## src/rtl/ism_pkg.sv

```systemverilog
`timescale 1ns / 1ps
// ----------------------------------------------------------------------------
// ism_pkg
// Shared types and codes for the interval sort and merge core.
// ----------------------------------------------------------------------------
package ism_pkg;

   typedef logic signed [31:0] point_type;

   // One closed interval
   typedef struct packed {
      point_type start_point;
      point_type end_point;
   } span_type;

   // Contents of one cell as seen by its neighbors
   typedef struct packed {
      logic     valid;
      span_type span;
   } slot_type;

   // Command broadcast to every cell of the chain
   typedef struct packed {
      logic     insert;  // place item in sorted order
      logic     shift;   // move every entry one cell toward the head
      logic     clear;   // drop all entries
      span_type item;
   } cell_cmd_type;

   typedef enum logic [1:0] {
      STATUS_OK        = 2'd0,
      STATUS_BAD_ORDER = 2'd1,
      STATUS_OVERFLOW  = 2'd2
   } status_type;

   // Sweep control from the top level to the merge unit
   typedef struct packed {
      logic       active;
      status_type status;
   } sweep_ctl_type;

   typedef enum logic {
      ST_LOAD,
      ST_SWEEP
   } state_type;

endpackage

```

## src/rtl/ism_cell.sv

```systemverilog
`timescale 1ns / 1ps
// ----------------------------------------------------------------------------
// ism_cell
// One cell of the insertion-sorted chain: holds one interval and its valid.
// ----------------------------------------------------------------------------
module ism_cell (
   input  logic                  clock,
   input  logic                  reset,
   input  ism_pkg::cell_cmd_type cmd,
   input  ism_pkg::slot_type     left_slot,   // neighbor toward the head
   input  logic                  left_gt,
   input  ism_pkg::slot_type     right_slot,  // neighbor toward the tail
   output ism_pkg::slot_type     slot_out,
   output logic                  gt_out       // held start above new item start
);

   logic               valid_ff;
   logic               valid_in;
   ism_pkg::span_type  span_ff;
   ism_pkg::span_type  span_in;
   logic               gt;
   logic               take;

   assign gt   = valid_ff && (span_ff.start_point > cmd.item.start_point);
   // Sorted chain: cells above the new item open up, the first empty cell fills
   assign take = gt || (!valid_ff && left_slot.valid);

   always_comb begin
      valid_in = valid_ff;
      span_in  = span_ff;
      priority if (cmd.clear) begin
         valid_in = 1'b0;
      end else if (cmd.shift) begin
         valid_in = right_slot.valid;
         span_in  = right_slot.span;
      end else if (cmd.insert && take) begin
         valid_in = 1'b1;
         span_in  = left_gt ? left_slot.span : cmd.item;
      end else begin
         valid_in = valid_ff;
         span_in  = span_ff;
      end
   end

   always_ff @(posedge clock) begin
      if (reset) begin
         valid_ff <= 1'b0;
      end else begin
         valid_ff <= valid_in;
      end
   end

   always_ff @(posedge clock) begin
      span_ff <= span_in;
   end

   assign slot_out.valid = valid_ff;
   assign slot_out.span  = span_ff;
   assign gt_out         = gt;

endmodule

```

## config.mk

```make
export PLATFORM = sky130hd
export DESIGN_NAME = ism_cell
export DESIGN_NICKNAME = d
export VERILOG_FILES = /design/src/rtl/ism_pkg.sv /design/src/rtl/ism_cell.sv
export SDC_FILE = /design/constraint.sdc
export NUM_CORES = 1
export LEC_CHECK = 0
export BUFFER_PORTS_ARGS = -buffer_cell sky130_fd_sc_hd__clkbuf_2
export CORE_UTILIZATION = 36
export DETAILED_ROUTE_END_ITERATION = 6
export GPL_ROUTABILITY_DRIVEN = 0
export PLACE_DENSITY = 0.75
export SLEW_MARGIN = 20
export SYNTH_ARGS = -nofsm -noshare
export SYNTH_HDL_FRONTEND = slang
export SYNTH_SLANG_ARGS = --single-unit
```

## constraint.sdc

```tcl
create_clock -name clock -period 13.3 [get_ports clock]
set_input_delay 2.66 -clock clock [delete_from_list [all_inputs] [get_ports clock]]
set_output_delay 2.66 -clock clock [all_outputs]
set_load 0.01 [all_outputs]
```

After elaboration in Yosys (flattened, before gate mapping)
Index checks and enable logic that the tools add are counted.
{"block": "word_totals", "reg_bits": 65, "inputBits": 200, "out_inout_bits": 66}
{"block": "op_classes", "order_cmp": 1, "mux": 5, "bitwise_logic": 1, "n_reduce_logical": 8}
{"cell": "2-to-1 mux 64 bit", "n": 3}
{"cell": "> comparator 32 bit", "n": 1}
{"cell": "logical AND 1 bit", "n": 3}
{"cell": "2-to-1 mux 1 bit", "n": 2}
{"cell": "AND reduction 2 bit", "n": 1}
{"cell": "nonzero test 2 bit", "n": 1}
{"cell": "OR reduction 2 bit", "n": 1}
{"cell": "logical NOT 1 bit", "n": 1}
{"cell": "logical OR 1 bit", "n": 1}
{"cell": "inverter 1 bit", "n": 1}

Longest topological paths before layout
{"block": "logic_depth", "depth_word": 6, "mapped_depth": 8, "mapped_depth_nobuf": 8}

Least setup slack after synthesis
OpenSTA, ideal clock, no wires.
{"block": "synth_timing", "kind": "input to register", "from": "in cmd[46] in the netlist's numbering", "to": "reg span_ff (netlist bit slot_out[0]), enable pin", "setup_ps": 524, "arrival_ps": 7863, "required_time_ps": 12776, "setup_slack_ps": 4912, "cell_stages": 8, "path_cell_list": "inv_1 > ha_1 > a21oi_2 > nand2_1 > a221o_1 > o31a_1 > or4b_4 > a31oi_1"}
{"block": "synth_between", "elab_chain_cells": 6}
{"element": "from (decl)", "line": "ism_cell.sv:9", "source": "input ism_pkg::cell_cmd_type cmd,"}
{"element": "> comparator 32 bit", "line": "ism_cell.sv:24", "source": "assign gt = valid_ff && (span_ff.start_point > cmd.item.start_point);"}
{"element": "logical AND 1 bit", "line": "ism_cell.sv:24"}
{"element": "logical OR 1 bit", "line": "ism_cell.sv:26", "source": "assign take = gt || (!valid_ff && left_slot.valid);"}
{"element": "logical AND 1 bit", "line": "ism_cell.sv:36", "source": "end else if (cmd.insert && take) begin"}
{"element": "nonzero test 2 bit (no line)"}
{"element": "AND reduction 2 bit (no line)"}
{"element": "to (signal assigned)", "line": "ism_cell.sv:54", "source": "span_ff <= span_in;"}
{"element": "to (decl)", "line": "ism_cell.sv:19", "source": "ism_pkg::span_type span_ff;"}
No other way between the ends.
A chain may end at the register's enable or synchronous reset.

Final worst setup path
{"block": "layout_timing", "from": "in cmd[39] in the netlist's numbering", "to": "out gt_out"}
{"block": "layout_between", "elab_chain_cells": 2}
{"element": "> comparator 32 bit", "line": "ism_cell.sv:24"}
{"element": "logical AND 1 bit", "line": "ism_cell.sv:24"}
{"element": "to (decl)", "line": "ism_cell.sv:14", "source": "output logic gt_out"}
No other way between the ends.

==> metrics.md <==
| Metric | Value |
|---|---|
| Initial antenna violation count | `0` |
| Core Box Area | `0.0109 mm^2` |
| Worst Setup End Kind | `output pin` |
| Final #Nets | `891` |
| Clk Latency, worst-skew pair | `0.32 ns` |
| Status | `finished clean` |
| Longest Clk Path Bufs | `2` |
| Placed cells | `788` |
| Main combinational cell family by area after synthesis | `multiplexers` |
| Num CTS Buffers | `9` |
| Worst-path clk slew | `0.05 ns` |
| H-tree level count | `3` |
| Adder-cell share of the synthesized area | `0.0979` |
| Met2 wire len | `5720 um` |
| Post-Synth XOR/XNOR Area | `0` |
| Drt drc | `0` |
| Total GRT Usage | `0.182` |
| Worst setup path start | `cmd[39]` |
| Cell row count | `38` |
| Total die area | `0.0118 mm^2` |
| Global route overflow | `0` |
| Synthesized flop and latch total | `65` |
| Syn nets | `635` |
| Post-synthesis mux area share | `0.157` |
| Crit path arrival time | `4.83 ns` |
| Slew @ Worst Pin | `1.09 ns` |
| TNS Setup | `0 ns` |
| Antenna cell count | `0` |
| Hold Crit Class | `reg2reg` |
| Final Non-Filler Cells | `804` |
| Mean Syn Cell Area | `10.2 um^2` |
| Postcts setup bufs | `0` |
| Post-Synth Simple-Gate Area | `0.0954` |
| Drt first-iter violations | `130` |
| Routed WL | `11,000 um` |
| Relative slew slack | `0.271` |
| Synth top area share | `0.470` |
| Post-synth top area cell | `edfxtp_1` |
| Startpoint types | `input port` |
| Final Skew | `0.00668 ns` |
| Period utilisation layout | `0.563` |
| Post-CTS Hold Buffers | `0` |
| Length in cells of the worst reg-to-reg path | `8` |
| Met3 wire length | `692 um` |
| RSZ-0062 raised after global routing | `no` |
| Highest clock rate | `0.134 GHz` |
| FF+latch area | `0.00194 mm^2` |
| Die height | `109 um` |
| WL met1 | `4440 um` |
| Setup-failing EPs final | `0` |
| CP most frequent cell | `clkbuf_2` |
| Sequential share of the synthesized area | `0.475` |
| Layout filler cell count | `994` |
| Top-Level Pins | `266` |
| Synth warn | `0` |
| CP Max Fanout | `3` |
| Router iterations before antenna repair | `4` |
| Yosys cell types | `28` |
| Hold Violations, Final | `0` |
| Highest-delay cell along the critical path | `or4b_4` |
| Max-Cap Viols | `0` |
| Compound-Gate Fraction of Synth Area | `0.124` |
| Mapped Cells | `403` |
| TritonCTS clock tree | `done` |
| Hold depth | `4` |
| Pin count of the biggest net entering global routing | `103` |
| Post-cts gate resize count | `0` |
| Async SR Flop Fraction | `0` |
| Fin crit period | `7.49 ns` |
| Crit path required time | `10.64 ns` |
| Multi-input gate area | `0.00195 mm^2` |
| Post-DP HPWL | `8900 um` |
| Initial Utilization | `0.374` |
| Worst ir drop on vdd | `0.0622 mV` |
| Final hold slack | `0.697 ns` |
| Lkg Pwr | `3.02 nW` |
| Worst-path cell chain | `clkbuf_2 > inv_1 > ha_1 > a21oi_1 > o21ai_0 > a221o_1 > o31a_1 > or4b_4 > nand2_1 > clkbuf_2` |
| Buffers added on ports | `265` |
| Most instantiated cells after synthesis | `nand2_1 (72), o21ai_0 (67), edfxtp_1 (64), mux2i_1 (64), inv_1 (33)` |
| Largest cells by area after synthesis | `edfxtp_1 (47%), mux2i_1 (16%), ha_1 (9.8%)` |
| R2R Path Start | `slot_out[39]` |
| Clock root cell | `clkbuf_16` |
| Top Metal Used | `met4` |
| DR WL/cell | `13.7 um` |
| Vias per std cell | `4.84` |
| Syn Std Cell Area | `0.00409 mm^2` |
| Slew Viols, Final | `0` |
| Vias | `3,888` |
| Vias in the first global route | `3,645` |
| Sink Count | `65` |
| Hold wc startpoint | `valid_ff` |
| Count leader, synth | `nand2_1` |
| Power density cells | `107 mW/mm^2` |
| Worst path max stage delay | `0.54 ns` |
| Die X | `109 um` |
| Share of cells above drive strength 1 | `0.429` |
| Post-synth EDFFs | `64` |
| Layout area overhead | `43.6%` |
| Ys flop type | `edfxtp_1` |
| CP Class | `in2out` |
| Final ANT Viol Nets | `0` |
| First-pass GRT wire length | `16,400 um` |
-- layout make-up --
cell class	instances	share of cell area
multi-input combinational	283	0.333
clock inverter	7	0.0185
clock buffer	9	0.0383
timing repair buffer	267	0.229
sequential	65	0.330
inverter	33	0.0211
tap	140	0.0298
-- through the flow --
stage               worst slack, ns   util  total power (W)  area [um^2]
floorplan                      4.91      -         0.000312         4090
global placement               5.86  0.507         0.000364         5540
detailed placement             5.85  0.507         0.000368         5540
CTS                            5.83  0.537         0.000635         5880
global route                   5.72  0.537         0.000657         5880
finish                         5.81  0.537         0.000628         5880
-- kinds of logic (layout without fill, tap and decap cells) --
kind of cell / count (synthesis) / in the layout
AOI/OAI and AO/OA: 94 / 94
buffers and inverters: 55 / 316
DFF: 65 / 65
muxes: 64 / 64
adders and majority gates: 32 / 32
and+or+nand+nor: 93 / 93
-- cell usage in the layout (no fill, tap or decap) --
master | synthesis | layout
dfxtp_1 | 1 | 1
clkinv_1 | 0 | 1
o21bai_1 | 1 | 1
nand2_1 | 72 | 72
clkbuf_2 | 0 | 263
a221oi_1 | 1 | 1
a21oi_1 | 14 | 14
mux2i_1 | 64 | 64
buf_4 | 1 | 4
or4b_4 | 1 | 1
nor3_1 | 2 | 2
o31a_1 | 1 | 1
o211ai_1 | 3 | 3
a31oi_4 | 0 | 1
clkbuf_16 | 0 | 9
a221o_1 | 1 | 1
edfxtp_1 | 64 | 64
a31oi_1 | 2 | 1
a211oi_1 | 1 | 1
nand3_1 | 3 | 3
nand4_1 | 8 | 8
nor4_1 | 1 | 1
a2111oi_0 | 1 | 1
a21o_1 | 1 | 1
bufinv_16 | 0 | 3
inv_1 | 33 | 33
o21ai_0 | 67 | 67
nor2b_1 | 1 | 1
a21oi_2 | 1 | 1
clkinv_2 | 0 | 3
ha_1 | 32 | 32
nor2_1 | 5 | 5
-- critical path, delay by kind of cell --
family                   cells  cell delay [ns]
AND/OR/NAND/NOR              2             0.63
adder cells (fa/ha/maj)      1             0.31
buffers and inverters        3             0.27
AO/OA/AOI/OAI                4             0.95
-- routing by layer --
layer | up-vias | global-route usage
met1 | 1729 | 0.202
met4 | 0 | 0.0695
li1 | 1972 | -
met2 | 174 | 0.336
met5 | - | 0
met3 | 13 | 0.0386
-- flip-flops by register name (all words and copies together) (netlist names) --
name      cells
valid_ff      1
slot_out     64
-- path summary, 6_finish.rpt --
path,end,slack [ns]
setup / recovery,gt_out,5.81
hold / removal,valid_ff,0.70
setup reg to reg,slot_out[59],9.83
hold reg to reg,valid_ff,0.70
-- where the power goes --
| group | internal, W | total [W] | switching (W) |
|---|---|---|---|
| logic | 0.0000543 | 0.000114 | 0.0000600 |
| clock network | 0.000181 | 0.000265 | 0.0000840 |
| registers | 0.000243 | 0.000249 | 0.00000530 |
| total | 0.000479 | 0.000628 | 0.000149 |
(Power assumes the default switching activity.)
