## src/rtl/ism_pkg.sv

```systemverilog
`timescale 1ns / 1ps
// ----------------------------------------------------------------------------
// ism_pkg
// Shared types and codes for the interval sort and merge core.
// ----------------------------------------------------------------------------
package ism_pkg;

   typedef logic signed [31:0] point_type;

   // One closed interval
   typedef struct packed {
      point_type start_point;
      point_type end_point;
   } span_type;

   // Contents of one cell as seen by its neighbors
   typedef struct packed {
      logic     valid;
      span_type span;
   } slot_type;

   // Command broadcast to every cell of the chain
   typedef struct packed {
      logic     insert;  // place item in sorted order
      logic     shift;   // move every entry one cell toward the head
      logic     clear;   // drop all entries
      span_type item;
   } cell_cmd_type;

   typedef enum logic [1:0] {
      STATUS_OK        = 2'd0,
      STATUS_BAD_ORDER = 2'd1,
      STATUS_OVERFLOW  = 2'd2
   } status_type;

   // Sweep control from the top level to the merge unit
   typedef struct packed {
      logic       active;
      status_type status;
   } sweep_ctl_type;

   typedef enum logic {
      ST_LOAD,
      ST_SWEEP
   } state_type;

endpackage

```

## src/rtl/ism_merge.sv

```systemverilog
`timescale 1ns / 1ps
// ----------------------------------------------------------------------------
// ism_merge
// Merge unit: consumes the chain head in order, folds overlapping intervals
// and drives the result register.
// ----------------------------------------------------------------------------
module ism_merge (
   input  logic                   clock,
   input  logic                   reset,
   input  ism_pkg::sweep_ctl_type sweep,
   input  ism_pkg::slot_type      head,
   output logic                   pop,
   output logic                   finish,
   output logic                   rsp_tvalid,
   input  logic                   rsp_tready,
   output logic [63:0]            rsp_tdata,  // merged_start [31:0], merged_end [63:32]
   output logic                   rsp_tlast,  // run_last
   output logic [1:0]             rsp_tuser   // status
);

   logic               have_cur_ff;
   logic               have_cur_in;
   ism_pkg::span_type  cur_ff;
   ism_pkg::span_type  cur_in;
   logic               out_valid_ff;
   logic               out_valid_in;
   ism_pkg::span_type  out_span_ff;
   ism_pkg::span_type  out_span_in;
   logic               out_last_ff;
   logic               out_last_in;
   ism_pkg::status_type out_status_ff;
   ism_pkg::status_type out_status_in;
   logic               advance;
   logic               work;
   logic               bad;
   logic               gap;
   logic               emit;

   assign advance = !out_valid_ff || rsp_tready;
   assign work    = sweep.active && advance;
   assign bad     = (sweep.status == ism_pkg::STATUS_BAD_ORDER);
   assign finish  = work && (bad || !head.valid);
   assign pop     = work && !bad && head.valid;
   assign gap     = head.span.start_point > cur_ff.end_point;
   assign emit    = finish || (pop && have_cur_ff && gap);

   always_comb begin
      have_cur_in   = have_cur_ff;
      cur_in        = cur_ff;
      out_span_in   = out_span_ff;
      out_last_in   = out_last_ff;
      out_status_in = out_status_ff;
      out_valid_in  = out_valid_ff && !rsp_tready;

      if (emit) begin
         out_valid_in  = 1'b1;
         out_status_in = sweep.status;
         out_last_in   = finish;
         if (finish && (bad || !have_cur_ff)) begin
            out_span_in = '0;
         end else begin
            out_span_in = cur_ff;
         end
      end

      priority if (finish) begin
         have_cur_in = 1'b0;
      end else if (pop) begin
         have_cur_in = 1'b1;
         if (!have_cur_ff || gap) begin
            cur_in = head.span;
         end else if (head.span.end_point > cur_ff.end_point) begin
            cur_in.end_point = head.span.end_point;
         end
      end else begin
         have_cur_in = have_cur_ff;
      end
   end

   always_ff @(posedge clock) begin
      if (reset) begin
         have_cur_ff  <= 1'b0;
         out_valid_ff <= 1'b0;
      end else begin
         have_cur_ff  <= have_cur_in;
         out_valid_ff <= out_valid_in;
      end
   end

   always_ff @(posedge clock) begin
      cur_ff        <= cur_in;
      out_span_ff   <= out_span_in;
      out_last_ff   <= out_last_in;
      out_status_ff <= out_status_in;
   end

   assign rsp_tvalid = out_valid_ff;
   assign rsp_tdata  = {out_span_ff.end_point, out_span_ff.start_point};
   assign rsp_tlast  = out_last_ff;
   assign rsp_tuser  = out_status_ff;

endmodule

```

## config.mk

```make
export PLATFORM = sky130hd
export DESIGN_NAME = ism_merge
export DESIGN_NICKNAME = d
export VERILOG_FILES = /design/src/rtl/ism_pkg.sv /design/src/rtl/ism_merge.sv
export SDC_FILE = /design/constraint.sdc
export NUM_CORES = 1
export LEC_CHECK = 0
export BUFFER_PORTS_ARGS = -buffer_cell sky130_fd_sc_hd__buf_4
export CORE_MARGIN = 4
export CORE_UTILIZATION = 40
export CTS_BUF_LIST = sky130_fd_sc_hd__clkbuf_8
export DETAILED_ROUTE_END_ITERATION = 8
export GPL_TIMING_DRIVEN = 0
export PLACE_DENSITY_LB_ADDON = 0.08
export SYNTH_ARGS = -nofsm -noshare
export SYNTH_HDL_FRONTEND = slang
export SYNTH_SLANG_ARGS = --single-unit
```

## constraint.sdc

```tcl
create_clock -name clock -period 9.96 [get_ports clock]
set_clock_uncertainty 0.05 [all_clocks]
set_input_delay 0.498 -clock clock [delete_from_list [all_inputs] [get_ports clock]]
set_output_delay 0.498 -clock clock [all_outputs]
set_load 0.005 [all_outputs]
```

-- After elaboration in Yosys (flattened, before gate mapping)
Index checks and enable logic that the tools add are counted.
- register bits: 133
- word-level logic and storage cells: 37
- output and inout bits: 70
- input bits: 71
- muxes and demuxes: 3
- magnitude comparators: 2
- bitwise logic cells: 1
- eq/ne operators: 1
- reductions and logical operators: 22
- operator list (kind ; count):
    > comparator 32 bit ; 2
    2-to-1 mux 32 bit ; 2
    logical AND 1 bit ; 8
    AND reduction 3 bit ; 2
    logical NOT 1 bit ; 5
    logical OR 1 bit ; 5
    equality test 2 x 1 -> 1 bit, second input constant ; 1
    nonzero test 2 bit ; 1
    OR reduction 2 bit ; 1
    2-to-1 mux 1 bit ; 1
    inverter 1 bit ; 1

-- Depth between registers and ports, before layout
- word-level depth: 9
- gate-level depth with buffers: 9
- gate-level depth less buffers: 9

-- Worst setup path after synthesis
No wires, ideal clock.
- kind: in2reg
- start: input head[46] (netlist bit)
- end: register out_span_ff, in the netlist rsp_tdata[0] (enable)
- library setup time: 0.514 ns
- required time: 9.396 ns
- arrival time: 5.424 ns
- path buffers: 0
- stages: 8
- path slack: 3.971 ns
- path through: ha_1 > a21oi_2 > nand2_1 > a221o_1 > o31a_1 > or3_4 > a21bo_1 > a21oi_1
- word-level cells in the longest chain between the ends: 3
- RTL lines (item ; RTL line ; source):
    from (decl) ; ism_merge.sv:11 ; input ism_pkg::slot_type head,
    > comparator 32 bit ; ism_merge.sv:44 ; assign gap = head.span.start_point > cur_ff.end_point;
    logical AND 1 bit ; ism_merge.sv:45 ; assign emit = finish || (pop && have_cur_ff && gap);
    logical OR 1 bit ; ism_merge.sv:45 ;
    named net emit ; ism_merge.sv:37 ; logic emit;
    to (signal assigned) ; ism_merge.sv:92 ; out_span_ff <= out_span_in;
    to (decl) ; ism_merge.sv:27 ; ism_pkg::span_type out_span_ff;
The timed path passes the listed nets, and every way through them passes these cells.
A chain may end at the register's enable or synchronous reset.

-- Worst setup path after layout
- start: register cur_ff[14] (netlist bit)
- end: register cur_ff[24] (netlist bit) (enable)
- word-level cells in the longest chain between the ends: 4
- RTL lines (item ; RTL line ; source):
    from (decl) ; ism_merge.sv:23 ; ism_pkg::span_type cur_ff;
    from (signal assigned) ; ism_merge.sv:91 ; cur_ff <= cur_in;
    > comparator 32 bit ; ism_merge.sv:44 ;
    logical OR 1 bit ; ism_merge.sv:70 ; if (!have_cur_ff || gap) begin
    nonzero test 2 bit (no line) (*) ; -- ;
    AND reduction 3 bit (no line) (*) ; -- ;
Mark *: on every way between the ends. The rest lies on a longest branch, timed or not.

==> flow_summary.json <==
{
  "clk_path_buf_depth": 2,
  "number_of_clock_buffers_inserted_by_tritoncts": 17,
  "p_leak_nw": 3.21,
  "wl_met3_microns": 782,
  "netlist_area_sq_um": 6000,
  "tightestPinTransition_ns": 0.912,
  "setup_violations": 0,
  "first_global_vias": 3744,
  "achievable-frequency_mhz": 272,
  "cts_tree": "built",
  "fin_crit_ns": 3.67,
  "design.core.area_sq_um": 14600,
  "launching_element_type_of_the_critical_path": "register",
  "rsz0062_at_grt": "no",
  "postCtsResizedCells": 0,
  "layout.nets": 720,
  "grt_max_degree": 33,
  "synth.lib_cells_used.distinct": 36,
  "p_switching_mw": 0.294,
  "route.met2.wl_mm": 6.33,
  "detail_route.first_pass.iterations": 5,
  "drive_gt1_share_pct": 29.3,
  "p_total_mw": 1.25,
  "max_stage_delay_ns": 0.57,
  "seq_area_frac_synth_pct": 66.2,
  "drtIter0Drc": 278,
  "hold-worst-slack_ns": 0.194,
  "timing.final.max_slew_violations": 0,
  "detailedPlace.worstSlack_ns": 6.06,
  "worstSetupEndpointType": "register",
  "worst_skew_pair.late_latency_ns": 0.43,
  "worst_hold_path_type": "input port to register",
  "buffer_ports.inserted": 140,
  "all_layer_global_routing_usage_pct": 16.0,
  "hold_fails_final_rpt": 0,
  "power_frac_clock_pct": 32.0,
  "share_seq_of_total_power_pct": 53.7,
  "path_class": "register to register",
  "first_pass_grt_wire_length_mm": 19.9,
  "finalWeightedCongestion": 0.813,
  "via_count": 3815,
  "number_of_flops_mapped_to_enable_cells_by_yosys": 131,
  "yosysWarnings": 0,
  "route.top_layer_used": "met4",
  "maxSlewHeadroom_pct": 39.1,
  "antenna-diode-count": 0,
  "cp.required_ns": 9.97,
  "standard_cell_rows": 44,
  "cpMaxStageDelayCell": "sky130_fd_sc_hd__a31oi_4",
  "series_of_cell_instances_along_the_critical_path": "inv_1, ha_1, a21oi_2, nand2_1, a221o_1, o31a_1, or3_4, a31oi_4, buf_16, o21bai_4",
  "die_y_microns": 131,
  "ys_ff_latch": 133,
  "ctsHoldBuffers": 0,
  "antenna_left": 0,
  "final_core_utilization_pct": 52.8,
  "cell_chosen_for_the_clock_root": "sky130_fd_sc_hd__clkbuf_8",
  "synth_cells": 423,
  "detail_route.vias_per_cell": 4.88,
  "path_max_fanout": 32,
  "arrival_ns": 3.68,
  "cell_internal_pwr_mw": 0.953,
  "power_frac_comb_pct": 14.4,
  "hpwl_after_dpl_mm": 10.7,
  "antenna_found_initial": 0,
  "grt_overflow_total": 0,
  "totalWireLength_mm": 13.3,
  "cts.repair_timing.setup_buffer_count": 0,
  "number_of_maximum_capacitance_constraint_violations": 0,
  "final.period_utilization_pct": 36.9,
  "power.density_cell_area_nw_per_um2": 161,
  "floorplan.initialDensity_pct": 41.0,
  "clk_pin_slew_worst_paths_ns": 0.07,
  "total_die_area_sq_um": 17000,
  "syn_nets": 558,
  "number_of_i_o_pins": 141,
  "synth_async_sr_flop_share_pct": 0,
  "vdd.ir_drop.worst_mv": 0.0671,
  "area_delta_synth_final_pct": 28.8,
  "die_width_microns": 131,
  "ys.flop_type": "sky130_fd_sc_hd__edfxtp_1",
  "switching_share_pct": 23.6,
  "timing.final.ws_setup_ns": 6.29,
  "wl_per_cell_microns": 17.0,
  "clock_sinks": 133,
  "drcViolationCount": 0,
  "outcome": "finished clean",
  "met1Wirelength_mm": 5.95,
  "post_synth.cell_area_avg_sq_um": 14.2,
  "h-tree-depth": 4,
  "fin_tns_setup_ns": 0
}
layout make-up:
| type | count | area [sq um] |
|---|---|---|
| inverters | 37 | 139 |
| clock inverters | 12 | 76.3 |
| clock buffers | 20 | 275 |
| flip-flops and latches | 133 | 3970 |
| plain buffers | 9 | 33.8 |
| multi-input cells | 244 | 1890 |
| fillers | 1288 | 6910 |
| well taps | 184 | 230 |
| repair buffers | 143 | 1120 |
flip-flops by register name, summed over array words and instances, names as in the netlist:
register	flops
rsp_tdata	64
cur_ff	64
rsp_tlast	1
rsp_tvalid	1
have_cur_ff	1
rsp_tuser	2
cell usage after synthesis, drive strengths merged, types with 5 or more instances:
library cell  count  area, sq um
edfxtp          131         3930
ha               64          801
a21oi            56          284
inv              37          139
and2             34          213
nand2            15         56.3
nand4            15         93.8
o21ai            10         50.0
clkbuf            9         33.8
a21o              5         37.5
nand2b            5         31.3
nor2              5         18.8
per-stage QoR:
stage / instances / instance area [sq um]
after floorplan: 423 / 6000
after global placement: 747 / 7280
after detailed placement: 750 / 7380
after CTS: 782 / 7730
after global routing: 782 / 7730
final: 782 / 7730
layer usage:
metal  up-vias  global-route usage, %
met4         0                   5.51
met2        99                   25.6
met5         -                      0
met1      1768                   21.0
li1       1928                      -
met3        20                   4.72
critical path, delay by kind of cell (launching register included):
kind | cells | cell delay (ns)
compound gates | 5 | 1.81
flops | 1 | 0.36
simple gates | 2 | 0.41
buf+inv | 2 | 0.37
fa+ha+maj | 1 | 0.29
logic make-up after synthesis:
logic type / after synthesis / share of synthesized area (%)
DFF: 133 / 66.2
buffers and inverters: 46 / 2.88
and+or+nand+nor: 88 / 8.36
adders and majority gates: 64 / 13.3
AOI/OAI and AO/OA: 91 / 9.07
muxes: 1 / 0.167
final timing paths:
path | startpoint | depth (start not counted) | slack (ns) | end
worst max-delay path | cur_ff[14] | 10 | 6.29 | cur_ff[24]
worst min-delay path | reset | 2 | 0.19 | have_cur_ff
worst max register to register | cur_ff[14] | 10 | 6.29 | cur_ff[24]
worst min register to register | cur_ff[56] | 1 | 0.46 | rsp_tdata[24]
cell usage in the layout, fill, tap and decap left out, types with 2 or more instances in the layout:
cell / count
sky130_fd_sc_hd__o211ai_1: 4
sky130_fd_sc_hd__a21oi_1: 54
sky130_fd_sc_hd__clkbuf_8: 20
sky130_fd_sc_hd__a221o_1: 2
sky130_fd_sc_hd__nand3_1: 2
sky130_fd_sc_hd__nor2b_1: 4
sky130_fd_sc_hd__inv_1: 44
sky130_fd_sc_hd__o21ai_0: 9
sky130_fd_sc_hd__nand4_1: 15
sky130_fd_sc_hd__nor2_1: 5
sky130_fd_sc_hd__nand2_1: 15
sky130_fd_sc_hd__nor4_1: 4
sky130_fd_sc_hd__edfxtp_1: 131
sky130_fd_sc_hd__clkinv_2: 4
sky130_fd_sc_hd__buf_12: 2
sky130_fd_sc_hd__clkbuf_1: 9
sky130_fd_sc_hd__nor3_1: 2
sky130_fd_sc_hd__buf_4: 140
sky130_fd_sc_hd__a21o_1: 5
sky130_fd_sc_hd__a2111oi_0: 2
sky130_fd_sc_hd__and2_1: 34
sky130_fd_sc_hd__ha_1: 64
sky130_fd_sc_hd__dfxtp_1: 2
sky130_fd_sc_hd__nand2b_1: 5
power groups by stage:
stage	clock, mW	combinational, mW	sequential (mW)
2_1_floorplan	0	0.0849	0.685
3_3_place_gp	0	0.168	0.685
3_5_place_dp	0	0.181	0.682
4_1_cts	0.410	0.182	0.670
5_1_grt	0.435	0.202	0.672
6_report	0.398	0.179	0.669
Power figures use the tool's default switching activity.
